`config.mk`:
```
export PLATFORM = sky130hd
export DESIGN_NAME = pid_slew_clamp_controller
export DESIGN_NICKNAME = d
export VERILOG_FILES = /design/src/sv/psc_pkg.sv /design/src/sv/psc_div.sv /design/src/sv/psc_mul.sv /design/src/sv/pid_slew_clamp_controller.sv
export SDC_FILE = /design/constraint.sdc
export NUM_CORES = 2
export LEC_CHECK = 0
export BUFFER_PORTS_ARGS = -buffer_cell sky130_fd_sc_hd__buf_2
export CORE_MARGIN = 2
export CORE_UTILIZATION = 45
export CTS_CLUSTER_DIAMETER = 40
export DETAILED_ROUTE_END_ITERATION = 8
export PLACE_DENSITY = 0.58
export SLEW_MARGIN = 10
export SYNTH_ARGS = -nofsm -noshare
export SYNTH_HDL_FRONTEND = slang
export SYNTH_SLANG_ARGS = --single-unit
```
`constraint.sdc`:
```
create_clock -name clock -period 14.7 [get_ports clock]
set_input_delay 0.735 -clock clock [delete_from_list [all_inputs] [get_ports clock]]
set_output_delay 0.735 -clock clock [all_outputs]
set_load 0.02 [all_outputs]
```
`src/sv/psc_pkg.sv`:
```
// Shared types and constants for the PID slew clamp controller.
// Used by the bit-serial arithmetic units and the top level; depends on nothing.
package psc_pkg;

   localparam int GAIN_W      = 24;
   localparam int SLEW_W      = 15;
   localparam int TARGET_W    = 32;
   localparam int BAND_W      = 31;
   localparam int POWER_W     = 16;
   localparam int MEAS_W      = 32;
   localparam int ERROR_OUT_W = 32;
   localparam int CSR_INDEX_W = 3;
   localparam int CSR_DATA_W  = 32;

   // Product magnitudes saturate at this limit.
   localparam int PROD_W = 62;
   localparam logic [PROD_W-1:0] PROD_LIMIT = 62'h2000_0000_0000_0000;

   localparam logic [GAIN_W-1:0] KP_RESET   = 24'd78643;
   localparam logic [GAIN_W-1:0] KI_RESET   = 24'd0;
   localparam logic [GAIN_W-1:0] KD_RESET   = 24'd655;
   localparam logic [SLEW_W-1:0] SLEW_RESET = 15'd1638;
   localparam logic [BAND_W-1:0] BAND_RESET = 31'd13107;

   typedef enum logic [CSR_INDEX_W-1:0] {
      CSR_KP_GAIN    = 3'd0,
      CSR_KI_GAIN    = 3'd1,
      CSR_KD_GAIN    = 3'd2,
      CSR_SLEW_STEP  = 3'd3,
      CSR_TARGET     = 3'd4,
      CSR_STOP_BAND  = 3'd5,
      CSR_SWITCH_EN  = 3'd6
   } csr_index_type;

   typedef struct packed {
      logic busy;
      logic done;
   } psc_unit_stat_type;

endpackage

```
`src/sv/psc_div.sv`:
```
// Bit-serial restoring divider, one quotient bit per cycle.
// Depends on psc_pkg for the divisor width and the status struct.
module psc_div import psc_pkg::*; #(
   parameter int QW = 48
) (
   input  logic                clock,
   input  logic                reset,
   input  logic                start,
   input  logic [QW-1:0]       dividend,
   input  logic [TARGET_W-1:0] divisor,
   output logic [QW-1:0]       quotient,
   output psc_unit_stat_type   stat
);

   localparam int CNT_W = $clog2(QW);

   logic                busy_ff;
   logic                done_ff;
   logic [CNT_W-1:0]    cnt_ff;
   logic [TARGET_W-1:0] rem_ff;
   logic [TARGET_W-1:0] div_ff;
   logic [QW-1:0]       quo_ff;
   logic [TARGET_W:0]   rem_sh;
   logic                ge;
   logic [TARGET_W-1:0] rem_in;
   logic [QW-1:0]       quo_in;

   always_comb begin
      rem_sh = {rem_ff, quo_ff[QW-1]};
      ge     = rem_sh >= {1'b0, div_ff};
      rem_in = ge ? TARGET_W'(rem_sh - {1'b0, div_ff}) : rem_sh[TARGET_W-1:0];
      quo_in = {quo_ff[QW-2:0], ge};
   end

   always_ff @(posedge clock) begin
      if (reset) begin
         busy_ff <= 1'b0;
         done_ff <= 1'b0;
      end else begin
         done_ff <= 1'b0;
         if (start) begin
            busy_ff <= 1'b1;
            cnt_ff  <= '0;
            rem_ff  <= '0;
            div_ff  <= divisor;
            quo_ff  <= dividend;
         end else if (busy_ff) begin
            rem_ff <= rem_in;
            quo_ff <= quo_in;
            cnt_ff <= cnt_ff + 1'b1;
            if (cnt_ff == CNT_W'(QW - 1)) begin
               busy_ff <= 1'b0;
               done_ff <= 1'b1;
            end
         end
      end
   end

   assign quotient  = quo_ff;
   assign stat.busy = busy_ff;
   assign stat.done = done_ff;

endmodule

```
`src/sv/psc_mul.sv`:
```
// Bit-serial saturating multiplier, one gain bit per cycle, MSB first.
// Depends on psc_pkg for the gain width, product limit and status struct.
module psc_mul import psc_pkg::*; #(
   parameter int MAG_W = 49
) (
   input  logic              clock,
   input  logic              reset,
   input  logic              start,
   input  logic [GAIN_W-1:0] gain,
   input  logic [MAG_W-1:0]  mag,
   output logic [PROD_W-1:0] product,
   output psc_unit_stat_type stat
);

   localparam int CNT_W = $clog2(GAIN_W);
   localparam int SUM_W = (MAG_W > PROD_W) ? MAG_W + 2 : PROD_W + 2;

   logic              busy_ff;
   logic              done_ff;
   logic [CNT_W-1:0]  cnt_ff;
   logic [GAIN_W-1:0] gain_ff;
   logic [MAG_W-1:0]  mag_ff;
   logic [PROD_W-1:0] acc_ff;
   logic [PROD_W-1:0] product_ff;
   logic [SUM_W-1:0]  step_sum;
   logic [PROD_W-1:0] acc_in;

   // Once the running value passes the limit it stays marked as over it.
   always_comb begin
      step_sum = SUM_W'({acc_ff, 1'b0})
               + (gain_ff[GAIN_W-1] ? SUM_W'(mag_ff) : SUM_W'(0));
      acc_in   = (step_sum > SUM_W'(PROD_LIMIT)) ? PROD_LIMIT + 1'b1
                                                 : step_sum[PROD_W-1:0];
   end

   always_ff @(posedge clock) begin
      if (reset) begin
         busy_ff <= 1'b0;
         done_ff <= 1'b0;
      end else begin
         done_ff <= 1'b0;
         if (start) begin
            busy_ff <= 1'b1;
            cnt_ff  <= '0;
            gain_ff <= gain;
            mag_ff  <= mag;
            acc_ff  <= '0;
         end else if (busy_ff) begin
            acc_ff  <= acc_in;
            gain_ff <= {gain_ff[GAIN_W-2:0], 1'b0};
            cnt_ff  <= cnt_ff + 1'b1;
            if (cnt_ff == CNT_W'(GAIN_W - 1)) begin
               busy_ff    <= 1'b0;
               done_ff    <= 1'b1;
               product_ff <= (acc_in > PROD_LIMIT) ? PROD_LIMIT : acc_in;
            end
         end
      end
   end

   assign product   = product_ff;
   assign stat.busy = busy_ff;
   assign stat.done = done_ff;

endmodule

```
`src/sv/pid_slew_clamp_controller.sv`:
```
// PID position loop with slew limit and Q1.15 clamp; top level.
// The result is computed by the bit-serial divider and three serial multiplies (P, I, D);
// a zero setpoint skips the divider, and once the run is done both are skipped. One item
// is processed at a time: a new item is accepted only after the previous result has been
// registered for output and the state machine is back in idle.
// Reset is synchronous, active high, restores register defaults and clears the loop state.
module pid_slew_clamp_controller import psc_pkg::*; #(
   parameter int DATA_WIDTH = 32,
   parameter int SUM_WIDTH  = 48
) (
   input  logic                   clock,
   input  logic                   reset,
   input  logic                   req_tvalid,
   output logic                   req_tready,
   input  logic [MEAS_W-1:0]      req_tdata,   // measured_position
   input  logic                   req_tuser,   // limit_switch
   output logic                   rsp_tvalid,
   input  logic                   rsp_tready,
   output logic [47:0]            rsp_tdata,   // drive_power, error_value
   output logic                   rsp_tuser,   // run_done
   input  logic                   csr_valid,
   output logic                   csr_ready,
   input  logic [CSR_INDEX_W-1:0] csr_index,
   input  logic [CSR_DATA_W-1:0]  csr_data
);

   localparam int QW    = DATA_WIDTH + 16;
   localparam int MAG_W = (SUM_WIDTH > DATA_WIDTH + 1) ? SUM_WIDTH : DATA_WIDTH + 1;

   localparam logic signed [64:0] ERR_HI = (65'sd1 <<< (DATA_WIDTH - 1)) - 65'sd1;
   localparam logic signed [64:0] ERR_LO = -ERR_HI - 65'sd1;
   localparam logic signed [64:0] SUM_HI = (65'sd1 <<< (SUM_WIDTH - 1)) - 65'sd1;
   localparam logic signed [64:0] SUM_LO = -SUM_HI - 65'sd1;
   localparam logic signed [64:0] EV_HI  = 65'sd2147483647;
   localparam logic signed [64:0] EV_LO  = -EV_HI - 65'sd1;
   localparam logic [QW-1:0] P_POS_MAX = QW'((65'd1 << (DATA_WIDTH - 1)) - 65'd1);
   localparam logic [QW-1:0] P_NEG_MAX = QW'(65'd1 << (DATA_WIDTH - 1));
   localparam logic signed [63:0] PW_HI = 64'sd32767;
   localparam logic signed [63:0] PW_LO = -64'sd32768;

   typedef enum logic [2:0] {
      S_IDLE, S_EVAL, S_DIV, S_MUL_P, S_MUL_I, S_MUL_D, S_SLEW, S_OUT
   } state_type;

   state_type state_ff;

   logic [GAIN_W-1:0]          kp_ff, ki_ff, kd_ff;
   logic [SLEW_W-1:0]          slew_ff;
   logic signed [TARGET_W-1:0] target_ff;
   logic [BAND_W-1:0]          band_ff;
   logic                       switch_en_ff;

   logic signed [MEAS_W-1:0]     meas_ff;
   logic                         sw_ff;
   logic signed [DATA_WIDTH-1:0] err_ff;
   logic [DATA_WIDTH-1:0]        emag_ff;
   logic                         done_hit_ff;
   logic signed [SUM_WIDTH-1:0]  error_sum_ff;
   logic signed [DATA_WIDTH-1:0] last_error_ff;
   logic signed [POWER_W-1:0]    last_power_ff;
   logic                         finished_ff;
   logic signed [63:0]           acc_ff;

   logic              div_start_ff;
   logic              mul_start_ff;
   logic [GAIN_W-1:0] mul_gain_ff;
   logic [MAG_W-1:0]  mul_mag_ff;
   logic              mul_neg_ff;

   logic        rsp_tvalid_ff;
   logic [47:0] rsp_tdata_ff;
   logic        rsp_tuser_ff;

   psc_unit_stat_type div_stat, mul_stat;
   logic [QW-1:0]     quotient;
   logic [PROD_W-1:0] product;

   logic signed [64:0] diff_w, err_w, esum_w, esum_sat_w, esum_cur_w, deriv_w, ev_w;
   logic [64:0]        emag_w, esum_mag_w, deriv_mag_w, tmag_w;
   logic [QW-1:0]      pmag_q;
   logic               pneg;
   logic signed [63:0] prod_s, pw0, pw1, pw2, lp_w, ss_w;

   always_comb begin
      diff_w     = 65'(target_ff) - 65'(meas_ff);
      err_w      = (diff_w > ERR_HI) ? ERR_HI : ((diff_w < ERR_LO) ? ERR_LO : diff_w);
      emag_w     = (err_w < 0) ? 65'(-err_w) : 65'(err_w);
      esum_w     = 65'(error_sum_ff) + err_w;
      esum_sat_w = (esum_w > SUM_HI) ? SUM_HI : ((esum_w < SUM_LO) ? SUM_LO : esum_w);
      esum_cur_w = 65'(error_sum_ff);
      esum_mag_w = (esum_cur_w < 0) ? 65'(-esum_cur_w) : 65'(esum_cur_w);
      deriv_w    = 65'(err_ff) - 65'(last_error_ff);
      deriv_mag_w = (deriv_w < 0) ? 65'(-deriv_w) : 65'(deriv_w);
      ev_w       = 65'(err_ff);
      ev_w       = (ev_w > EV_HI) ? EV_HI : ((ev_w < EV_LO) ? EV_LO : ev_w);
      tmag_w     = (target_ff < 0) ? 65'(-65'(target_ff)) : 65'(target_ff);

      if (target_ff < 0) begin
         pmag_q = (quotient > P_NEG_MAX) ? P_NEG_MAX : quotient;
         pneg   = quotient != '0;
      end else begin
         pmag_q = (quotient > P_POS_MAX) ? P_POS_MAX : quotient;
         pneg   = 1'b0;
      end

      prod_s = mul_neg_ff ? -signed'(64'(product)) : signed'(64'(product));

      lp_w = 64'(last_power_ff);
      ss_w = signed'(64'(slew_ff));
      pw0  = acc_ff >>> 17;
      pw1  = (pw0 > lp_w + ss_w) ? lp_w + ss_w
                                 : ((pw0 < lp_w - ss_w) ? lp_w - ss_w : pw0);
      pw2  = (pw1 > PW_HI) ? PW_HI : ((pw1 < PW_LO) ? PW_LO : pw1);
   end

   psc_div #(.QW(QW)) u_div (
      .clock    (clock),
      .reset    (reset),
      .start    (div_start_ff),
      .dividend ({emag_ff, 16'b0}),
      .divisor  (tmag_w[TARGET_W-1:0]),
      .quotient (quotient),
      .stat     (div_stat)
   );

   psc_mul #(.MAG_W(MAG_W)) u_mul (
      .clock   (clock),
      .reset   (reset),
      .start   (mul_start_ff),
      .gain    (mul_gain_ff),
      .mag     (mul_mag_ff),
      .product (product),
      .stat    (mul_stat)
   );

   assign csr_ready = 1'b1;

   always_ff @(posedge clock) begin
      if (reset) begin
         kp_ff        <= KP_RESET;
         ki_ff        <= KI_RESET;
         kd_ff        <= KD_RESET;
         slew_ff      <= SLEW_RESET;
         target_ff    <= '0;
         band_ff      <= BAND_RESET;
         switch_en_ff <= 1'b0;
      end else if (csr_valid && csr_ready) begin
         case (csr_index)
            CSR_KP_GAIN:   kp_ff        <= csr_data[GAIN_W-1:0];
            CSR_KI_GAIN:   ki_ff        <= csr_data[GAIN_W-1:0];
            CSR_KD_GAIN:   kd_ff        <= csr_data[GAIN_W-1:0];
            CSR_SLEW_STEP: slew_ff      <= csr_data[SLEW_W-1:0];
            CSR_TARGET:    target_ff    <= csr_data[TARGET_W-1:0];
            CSR_STOP_BAND: band_ff      <= csr_data[BAND_W-1:0];
            CSR_SWITCH_EN: switch_en_ff <= csr_data[0];
            default: ;
         endcase
      end
   end

   assign req_tready = (state_ff == S_IDLE) && !div_stat.busy && !mul_stat.busy;

   always_ff @(posedge clock) begin
      if (reset) begin
         state_ff      <= S_IDLE;
         rsp_tvalid_ff <= 1'b0;
         div_start_ff  <= 1'b0;
         mul_start_ff  <= 1'b0;
         error_sum_ff  <= '0;
         last_error_ff <= '0;
         last_power_ff <= '0;
         finished_ff   <= 1'b0;
      end else begin
         div_start_ff <= 1'b0;
         mul_start_ff <= 1'b0;
         if (rsp_tvalid_ff && rsp_tready) begin
            rsp_tvalid_ff <= 1'b0;
         end
         case (state_ff)
            S_IDLE: begin
               if (req_tvalid && req_tready) begin
                  meas_ff  <= req_tdata;
                  sw_ff    <= req_tuser;
                  state_ff <= S_EVAL;
               end
            end
            S_EVAL: begin
               err_ff      <= err_w[DATA_WIDTH-1:0];
               emag_ff     <= emag_w[DATA_WIDTH-1:0];
               done_hit_ff <= (emag_w <= 65'(band_ff)) || (sw_ff && switch_en_ff);
               if (finished_ff) begin
                  state_ff <= S_OUT;
               end else begin
                  error_sum_ff <= esum_sat_w[SUM_WIDTH-1:0];
                  acc_ff       <= '0;
                  if (target_ff == '0) begin
                     mul_gain_ff  <= kp_ff;
                     mul_mag_ff   <= (emag_w != '0) ? MAG_W'(P_POS_MAX) : '0;
                     mul_neg_ff   <= 1'b0;
                     mul_start_ff <= 1'b1;
                     state_ff     <= S_MUL_P;
                  end else begin
                     div_start_ff <= 1'b1;
                     state_ff     <= S_DIV;
                  end
               end
            end
            S_DIV: begin
               if (div_stat.done) begin
                  mul_gain_ff  <= kp_ff;
                  mul_mag_ff   <= MAG_W'(pmag_q);
                  mul_neg_ff   <= pneg;
                  mul_start_ff <= 1'b1;
                  state_ff     <= S_MUL_P;
               end
            end
            S_MUL_P: begin
               if (mul_stat.done) begin
                  acc_ff       <= acc_ff + prod_s;
                  mul_gain_ff  <= ki_ff;
                  mul_mag_ff   <= esum_mag_w[MAG_W-1:0];
                  mul_neg_ff   <= error_sum_ff < 0;
                  mul_start_ff <= 1'b1;
                  state_ff     <= S_MUL_I;
               end
            end
            S_MUL_I: begin
               if (mul_stat.done) begin
                  acc_ff       <= acc_ff + prod_s;
                  mul_gain_ff  <= kd_ff;
                  mul_mag_ff   <= deriv_mag_w[MAG_W-1:0];
                  mul_neg_ff   <= deriv_w < 0;
                  mul_start_ff <= 1'b1;
                  state_ff     <= S_MUL_D;
               end
            end
            S_MUL_D: begin
               if (mul_stat.done) begin
                  acc_ff   <= acc_ff + prod_s;
                  state_ff <= S_SLEW;
               end
            end
            S_SLEW: begin
               last_power_ff <= pw2[POWER_W-1:0];
               last_error_ff <= err_ff;
               finished_ff   <= done_hit_ff;
               state_ff      <= S_OUT;
            end
            S_OUT: begin
               if (!rsp_tvalid_ff || rsp_tready) begin
                  rsp_tdata_ff  <= {ev_w[ERROR_OUT_W-1:0],
                                    finished_ff ? POWER_W'(0) : last_power_ff};
                  rsp_tuser_ff  <= finished_ff;
                  rsp_tvalid_ff <= 1'b1;
                  state_ff      <= S_IDLE;
               end
            end
            default: state_ff <= S_IDLE;
         endcase
      end
   end

   assign rsp_tvalid = rsp_tvalid_ff;
   assign rsp_tdata  = rsp_tdata_ff;
   assign rsp_tuser  = rsp_tuser_ff;

endmodule

```
==> metrics.md <==
| Metric | Value |
|---|---|
| Status | `finished, final reports clean` |
| M2 GR Usage | `a little over two fifths` |
| DRT Pass-1 Iters | `6` |
| Die area | `0.127 mm²` |
| CTS tree | `built` |
| Unrepaired setup endpoints after global routing | `no` |
| Cells after synthesis | `between 6000 and 7000` |
| Critical Path Fanout Max | `37` |
| Cts repair resizes | `0` |
| Global Route Usage Sum | `25.6%` |
| Worst path slowest cell | `nor2_2` |
| Startpoint types | `register` |
| Final setup violating endpoints | `0` |
| Setup TNS | `0 ns` |
| Net Count, Synth | `6535` |
| Largest net degree at the start of global routing | `86` |
| Slew Limit Headroom | `around a quarter` |
| Layout cells sized above 1 | `10.4%` |
| Critical path's largest stage delay | `between 0.8 and 0.9 ns` |
| Gr busiest metal | `met2` |
| Via density | `5.78` |
| Core area | `between 0.1 and 0.15 mm²` |
| Top_reg_cell synth | `edfxtp_1` |
| Die Y-Extent | `356 µm` |
| Final core utilization | `between 50% and 60%` |
| Most frequent cells in the layout | `nand2_1 (706), edfxtp_1 (602), a21oi_1 (518)` |
| Clk sinks | `860` |
| Vias in the first global route | `roughly 43000` |
| P&R area growth vs syn | `13.1%` |
| GRT met1 Usage | `34.4%` |
| Clock Path Buffers | `3` |
| Fmax | `between 100 and 150 MHz` |
| Lkg Pwr | `around 24 nW` |
| M3 GR Usage | `under 10%` |
| # port buffers | `~120` |
| Initial DRC count | `around 3900` |
| Critical path class | `register to register` |
| Antenna Nets Post-Route | `0` |
| Worst slew pin tran | `between 1 and 1.5 ns` |
| Commonest non-fill, non-tap cell in the layout | `nand2_1` |
| Worst path required time | `approximately 15 ns` |
| Hold buffers post-CTS | `0` |
| Antenna violations before repair | `7` |
| Die X | `around 360 µm` |
| First-pass GRT wire length | `approximately 250 mm` |
| Place WS | `7.15 ns` |
| Fin crit share | `52.9%` |
| Routability-driven placement congestion ratio | `0.939` |
| Num rows | `around 130` |
| Post-Syn Area per Cell | `9.24 µm²` |
| Yosys warnings | `0` |
| Total power | `8.68 mW` |
| Clock Latency Late Sink | `0.79 ns` |
| Seq/Total Area, Yosys | `roughly two fifths` |
| Starting Density | `a little under half` |
| GRT overflow | `0` |
| Largest vdd supply drop | `~0.00013 V` |
| IO Count | `roughly 130` |
| Mapped cell area | `0.0558 mm²` |
| Vias | `45400` |
| Post-CTS setup buffer count | `0` |
| Nets | `between 6000 and 7000` |
| Clock skew | `about 0.034 ns` |
| Number of synthesized register bits | `between 800 and 900` |
| Critical path's most frequent cell | `a21oi_1` |
| Kind of end point of the critical path | `register` |
| Hold Vio Cnt, Final | `0` |
| DRC viols | `0` |
| Max-slew violation count | `0` |
| Wirelength per Cell | `21.0 µm` |
| Synth async-reset ratio | `0%` |
| Final WL | `about 160 mm` |
| # fillers | `11500` |
| Number of synthesized flops with an enable pin | `about 600` |
| Total CTS buffers | `approximately 150` |
| HPWL after DPL | `122 mm` |
| Worst Hold Class | `primary input to register` |
| Max-Cap Viols | `0` |
| Pwr Density | `138 mW/mm²` |
| CP arrival | `between 8 and 9 ns` |
| Final worst-path setup slack | `between 6 and 7 ns` |
| Post-layout minimum cycle time | `7.78 ns` |
| Synth unique cells | `about 110` |
| Worst-path clk slew | `around 0.06 ns` |
| H-tree depth | `4` |
| CTS root buffer | `clkbuf_16` |
| Fin Hold WS | `~0.13 ns` |
==> metrics by stage <==
| step | instance area [µm²] | instances |
|---|---|---|
| finish | 63200 | 7860 |
| global route | 63100 | 7856 |
| CTS | 63100 | 7854 |
| detailed placement | 58000 | 7578 |
| global placement | 58000 | 7578 |
| floorplan | 55800 | 6042 |
==> worst paths after layout <==
kind	from	endpoint	slack (ns)	cells past startpoint
min reg2reg	mul_mag_ff[26]$_DFFE_PP_	u_mul.mag_ff[26]$_DFFE_PP_	0.41	0
min	req_tdata[17]	meas_ff[17]$_DFFE_PP_	0.13	1
max	target_ff[31]$_SDFFE_PP0P_	done_hit_ff$_DFFE_PP_	6.92	30
max reg2reg	target_ff[31]$_SDFFE_PP0P_	done_hit_ff$_DFFE_PP_	6.92	30
==> area by class of cell <==
class / count / area (µm²) / share of cell area [%]
antenna: 6 / 15.0 / 0.0238
timing repair buffer: 182 / 1060 / 1.69
clock buffer: 168 / 3890 / 6.17
multi-input combinational: 4606 / 30500 / 48.4
tap: 1637 / 2050 / 3.24
sequential: 860 / 23200 / 36.8
clock inverter: 108 / 1240 / 1.97
inverter: 293 / 1100 / 1.74
==> logic make-up (layout without fill, tap and decap cells) <==
family          count (synthesis)  after routing  synth area share (%)
other cells                     1              7               0.00672
mux                           115            115                  2.27
compound gates               1655           1655                  18.8
flops                         860            860                  41.6
xor+xnor                      434            434                  6.81
buf+inv                       576            751                  3.98
simple gates                 1977           1977                  16.9
fa+ha+maj                     424            424                  9.58
==> registers in the layout (all words and copies together), names as in the netlist, 6 cells and up <==
name / cells
err_ff: 32
u_div.cnt_ff: 6
error_sum_ff: 48
u_mul.acc_ff: 62
meas_ff: 32
acc_ff: 64
slew_ff: 15
target_ff: 32
u_div.quotient: 48
u_div.rem_ff: 32
u_div.div_ff: 32
rsp_tdata: 48
u_mul.gain_ff: 24
kd_ff: 24
band_ff: 31
emag_ff: 31
ki_ff: 24
mul_gain_ff: 24
u_mul.product: 62
u_mul.mag_ff: 48
kp_ff: 24
mul_mag_ff: 48
last_error_ff: 32
last_power_ff: 16
==> cells in the mapped netlist, types with 60 or more instances <==
cell,count,share of area [%]
inv_1,289,1.9
nand2_1,707,4.8
nand2b_1,73,0.82
nand4_1,82,0.92
nor2b_1,99,1.1
and2_1,85,0.95
o31ai_1,60,0.81
clkbuf_1,240,1.6
nand3_1,120,1.1
mux2_2,70,1.4
o21ai_0,396,3.5
xnor2_1,280,4.4
ha_1,413,9.3
nor3_1,76,0.68
nor2_1,469,3.2
dfxtp_1,258,9.3
xor2_1,154,2.4
edfxtp_1,602,32
a21oi_1,520,4.7
o21a_1,65,0.87
a21o_1,143,1.9
==> critical path, delay by kind of cell (launching register included) <==
kind	cells	cell delay (ns)
buf+inv	3	0.90
xor+xnor	1	0.58
fa+ha+maj	3	1.37
compound gates	15	2.95
flops	1	0.31
simple gates	8	1.51
==> power breakdown <==
group	switching [mW]	total, mW	leakage, nW	internal [mW]
Combinational	1.41	2.19	14.2	0.779
Sequential	0.145	2.96	7.59	2.82
Clock	1.36	3.54	2.49	2.17
==> routing by layer <==
metal	routed length, µm	vias to the layer above
li1	-	22100
met1	73700	21800
met2	77700	1243
met3	8340	282
met4	5070	0
met5	0	-
Note: power is estimated with default switching activity, not from simulation.
